**src/rtl/core/sfa_pkg.sv**
```systemverilog
`default_nettype none
// ----------------------------------------------------------------------------
// sfa_pkg: shared types and constants of the sparse feature accumulator
// Command codes, field widths, default sizes and the controller command bundle.
// ----------------------------------------------------------------------------
package sfa_pkg;

	localparam int FEATURES_DEF = 768;
	localparam int LANES_DEF    = 16;
	localparam int SLOTS_DEF    = 8;

	localparam int CMD_W     = 3;
	localparam int FEATURE_W = 10;
	localparam int LANE_W    = 4;
	localparam int SLOT_W    = 3;
	localparam int DATA_W    = 16;

	localparam logic [CMD_W-1:0] CMD_LD_WEIGHT = 3'd0;
	localparam logic [CMD_W-1:0] CMD_LD_BIAS   = 3'd1;
	localparam logic [CMD_W-1:0] CMD_REFRESH   = 3'd2;
	localparam logic [CMD_W-1:0] CMD_ADD       = 3'd3;
	localparam logic [CMD_W-1:0] CMD_SUB       = 3'd4;
	localparam logic [CMD_W-1:0] CMD_COPY      = 3'd5;
	localparam logic [CMD_W-1:0] CMD_READ      = 3'd6;

	// address width of a store, at least one bit
	function automatic int addr_w(input int depth);
		return (depth > 1) ? $clog2(depth) : 1;
	endfunction

	// controller to datapath commands
	typedef struct packed {
		logic latch;  // capture the request fields
		logic load;   // single-lane store write and result
		logic rd;     // sweep read of one lane
	} ctl_t;

endpackage
`default_nettype wire

```
**src/rtl/core/sfa_ctrl.sv**
```systemverilog
`default_nettype none
// ----------------------------------------------------------------------------
// sfa_ctrl: request sequencer
// Accepts requests, runs the load path or the per-lane sweep.
// ----------------------------------------------------------------------------
module sfa_ctrl #(
	parameter int LANES = sfa_pkg::LANES_DEF
) (
	input  wire logic                                clk,
	input  wire logic                                arst_n,
	input  wire logic                                start,
	input  wire logic [sfa_pkg::CMD_W-1:0]           cmd,
	output logic                                     busy,
	output logic                                     done,
	output sfa_pkg::ctl_t                            ctl,
	output logic [sfa_pkg::addr_w(LANES)-1:0]        idx
);

	localparam int IW = sfa_pkg::addr_w(LANES);

	localparam logic [1:0] ST_IDLE  = 2'd0;
	localparam logic [1:0] ST_LOAD  = 2'd1;
	localparam logic [1:0] ST_SWEEP = 2'd2;
	localparam logic [1:0] ST_DRAIN = 2'd3;

	logic [1:0]    state_q;
	logic [IW-1:0] idx_q;
	logic          done_q;
	logic          accept;
	logic          slot_cmd;

	assign busy     = (state_q != ST_IDLE);
	assign accept   = start && !busy;
	assign slot_cmd = (cmd == sfa_pkg::CMD_REFRESH) || (cmd == sfa_pkg::CMD_ADD) ||
	                  (cmd == sfa_pkg::CMD_SUB) || (cmd == sfa_pkg::CMD_COPY) ||
	                  (cmd == sfa_pkg::CMD_READ);

	always_ff @(posedge clk or negedge arst_n) begin
		if (!arst_n) begin
			state_q <= ST_IDLE;
			idx_q   <= '0;
			done_q  <= 1'b0;
		end else begin
			done_q <= 1'b0;
			case (state_q)
				ST_IDLE: begin
					idx_q <= '0;
					if (accept) begin
						state_q <= slot_cmd ? ST_SWEEP : ST_LOAD;
					end
				end
				ST_LOAD: begin
					done_q  <= 1'b1;
					state_q <= ST_IDLE;
				end
				ST_SWEEP: begin
					if (idx_q == IW'(LANES - 1)) begin
						state_q <= ST_DRAIN;
					end else begin
						idx_q <= idx_q + IW'(1);
					end
				end
				ST_DRAIN: begin
					done_q  <= 1'b1;
					state_q <= ST_IDLE;
				end
				default: begin
					state_q <= ST_IDLE;
				end
			endcase
		end
	end

	assign done      = done_q;
	assign idx       = idx_q;
	assign ctl.latch = accept;
	assign ctl.load  = (state_q == ST_LOAD);
	assign ctl.rd    = (state_q == ST_SWEEP);

endmodule
`default_nettype wire

```
**config.mk**
```make
export PLATFORM = sky130hd
export DESIGN_NAME = sfa_ctrl
export DESIGN_NICKNAME = d
export VERILOG_FILES = /design/src/rtl/core/sfa_pkg.sv /design/src/rtl/core/sfa_ctrl.sv
export SDC_FILE = /design/constraint.sdc
export NUM_CORES = 1
export LEC_CHECK = 0
export ABC_AREA = 1
export BUFFER_PORTS_ARGS = -buffer_cell sky130_fd_sc_hd__buf_2
export CORE_AREA = 10 10 47 49
export DETAILED_ROUTE_END_ITERATION = 12
export DIE_AREA = 0 0 57 59
export SLEW_MARGIN = 30
export SYNTH_ARGS = -nofsm -noshare
export SYNTH_HDL_FRONTEND = slang
export SYNTH_SLANG_ARGS = --single-unit
```
**constraint.sdc**
```tcl
create_clock -name clk -period 2.45 [get_ports clk]
set_input_delay 0.1225 -clock clk [delete_from_list [all_inputs] [get_ports clk]]
set_output_delay 0.1225 -clock clk [all_outputs]
set_load 0.01 [all_outputs]
```
==> summary.md <==
| Metric | Value |
|---|---|
| Status | completed |
| Die Span Y | 59 µm |
| Post-CTS Setup Bufs | 0 |
| WP data arrival | 1.18 ns |
| CTS Root Cell | clkbuf_4 |
| Vias | 337 |
| Register area share after synthesis | 48.1% |
| Worst slew pin tran | 0.204 ns |
| Required time worst endpoint | 2.33 ns |
| Average size of a mapped cell | 8.27 µm² |
| Die Area | 0.00336 mm² |
| Startpoint types | flip-flop |
| PwrDens | 1230 mW/mm² |
| Routed vias/inst | 4.38 |
| Final Hold Viols | 0 |
| Slowest cell on crit path | dfrtp_1 |
| Initial DRC count | 2 |
| Row Count | 14 |
| Final Slew Violations | 0 |
| Die width | 57 µm |
| Worst-path cell chain | inv_1 > nand2_1 > nor2_1 > buf_2 |
| Final min period | 1.30 ns |
| Hold Path Class | in2reg |
| Drt pass-1 iters | 4 |
| WP buf/inv | 2 |
| Syn_nets | 51 |
| Kind of end point of the critical path | primary output |
| Setup Skew | 0.00764 ns |
| Routability Congestion | 0.796 |
| CTS buffer count | 3 |
| First-pass GRT wire length | 1450 µm |
| Clk_lat worst skew | 0.25 ns |
| Syn Std Cell Area | 364 µm² |
| Placed Cells | 72 |
| Routed WL per cell | 10.9 µm |
| Final Power | 0.000593 W |
| Ant diodes | 0 |
| Synth top area cells | dfrtp_1, nand3_1, nand2_1, o21ai_0, inv_1 |
| CTS tree | built |
| Register bit total from synthesis | 7 |
| Area delta synth->final | 32.0% |
| Fin crit share | 53.1% |
| Final wirelength | 839 µm |
| Nets | 69 |
| Layout cells sized above 1 | 37.7% |
| Most frequent cells in the layout | buf_2, nand2_1, nand3_1, dfrtp_1 |
| Clock transition at path regs | 0.06 ns |
| Leakage | 0.266 nW |
| Worst relative slew slack | 86.2% |
| Largest net degree at the start of global routing | 8 |
| Final std cells w/o fill | 77 |
| I/O Pins | 15 |
| Number of antenna violations at the first check in global routing | 0 |
| Kind of critical path | reg2out |
| Peak VDD IR | 0.408 mV |
| Synth cell types | 16 |
| Max incr delay on CP | 0.42 ns |
| Core box area | 0.00140 mm² |
| Clock Sinks | 7 |
| Total GRT Usage | 5.38% |
| Fmax | 768 MHz |
| Setup tns final | 0 ns |
| Crit path max-delay family | flip-flops |
| Setup violators final | 0 |
| Synth area leader | dfrtp_1 |
| Port Buffer Count | 14 |
| Most common cell after layout, fill and taps aside | buf_2 |
| Vias in the first global route | 353 |
| Drc violations | 0 |
| Synth Warn # | 0 |
| Post-Synthesis Cells | 44 |
| Clock buffer depth | 2 |
| Final ANT Viol Nets | 0 |
| Critical-path maximum fanout | 6 |
| H-tree depth | 1 |
| Max_cap viols | 0 |
| Post-route cell area | 480 µm² |
| Synth top area share | 48.1% |
| Placed inst area | 443 µm² |
| RSZ-0062 raised after global routing | false |
| Hpwl dp | 660 µm |
| Worst hold margin | 0.180 ns |
| Starting Density | 26.0% |
| Grt ovf | 0 |
per-stage QoR:
| stage | utilization, % | setup WS (ns) |
|---|---|---|
| 2_1_floorplan | - | 1.34 |
| 3_3_place_gp | 31.6 | 1.35 |
| 3_5_place_dp | 31.6 | 1.32 |
| 4_1_cts | 34.3 | 1.15 |
| 5_1_grt | 34.3 | 1.06 |
| 6_report | 34.3 | 1.15 |
flip-flops by register name, summed over array words and instances, names as in the netlist:
register and count:
idx 4, done 1, state_q 2
worst reg2reg max path: stages (launching register included):
cell,delay (ns)
dfrtp_1,0.43
ha_1,0.25
nand3_1,0.09
nand2_2,0.11
nand3_1,0.08
o21ai_1,0.07
repair_timing:
| item | CTS | global route |
|---|---|---|
| endpoints found under the hold margin | 7 | 0 |
| gates resized for setup | 0 | 0 |
| hold buffers | 1 | 0 |
power by group:
part           total (W)  switching [W]  leakage, nW  internal (W)
logic           0.000275       0.000170        0.159      0.000106
clock network   0.000105      0.0000449       0.0177     0.0000597
registers       0.000213      0.0000502       0.0896      0.000162
total           0.000593       0.000265        0.266      0.000328
synth_stat cells (all sizes together):
cell and number:
buf 1, clkbuf 1, dfrtp 7, ha 1, inv 6, nand2 9
nand3 8, nand4 1, nor2 5, o21ai 4, xnor2 1
final cells by class:
class,instances,area [µm²]
fill,161,921
timing repair buffer,15,80.1
tap,16,20.0
clock inverter,1,5.00
multi-input combinational,29,155
inverter,6,22.5
sequential,7,175
clock buffer,3,22.5
metal layers:
layer  share of wire [%]  global-route usage (%)  wire, µm  up-vias
li1                    -                       -         -      178
met3                 4.6                    2.58        39        2
met1                  47                    6.13       397      146
met5                   0                       0         0        -
met2                  46                    7.29       389       11
met4                 1.4                    4.70        12        0
logic make-up (layout without fill, tap and decap cells):
kind of cell	Yosys count	in the layout	share of synthesized area [%]
xor+xnor	1	1	2.41
simple gates	23	23	31.3
flops	7	7	48.1
fa+ha+maj	1	1	3.44
compound gates	4	4	5.50
buf+inv	8	25	9.28
path summary, 6_finish.rpt:
path	to	startpoint	cells past startpoint	slack (ns)
setup / recovery	ctl[2]	state_q[0]	4	1.15
hold / removal	state_q[1]	start	3	0.18
setup reg to reg	idx[0]	idx[0]	5	1.30
hold reg to reg	done	state_q[0]	0	0.46
max in group asynchronous	idx[1]	arst_n	2	2.04
min in group asynchronous	idx[3]	arst_n	2	0.24
Power figures use the tool's default switching activity.
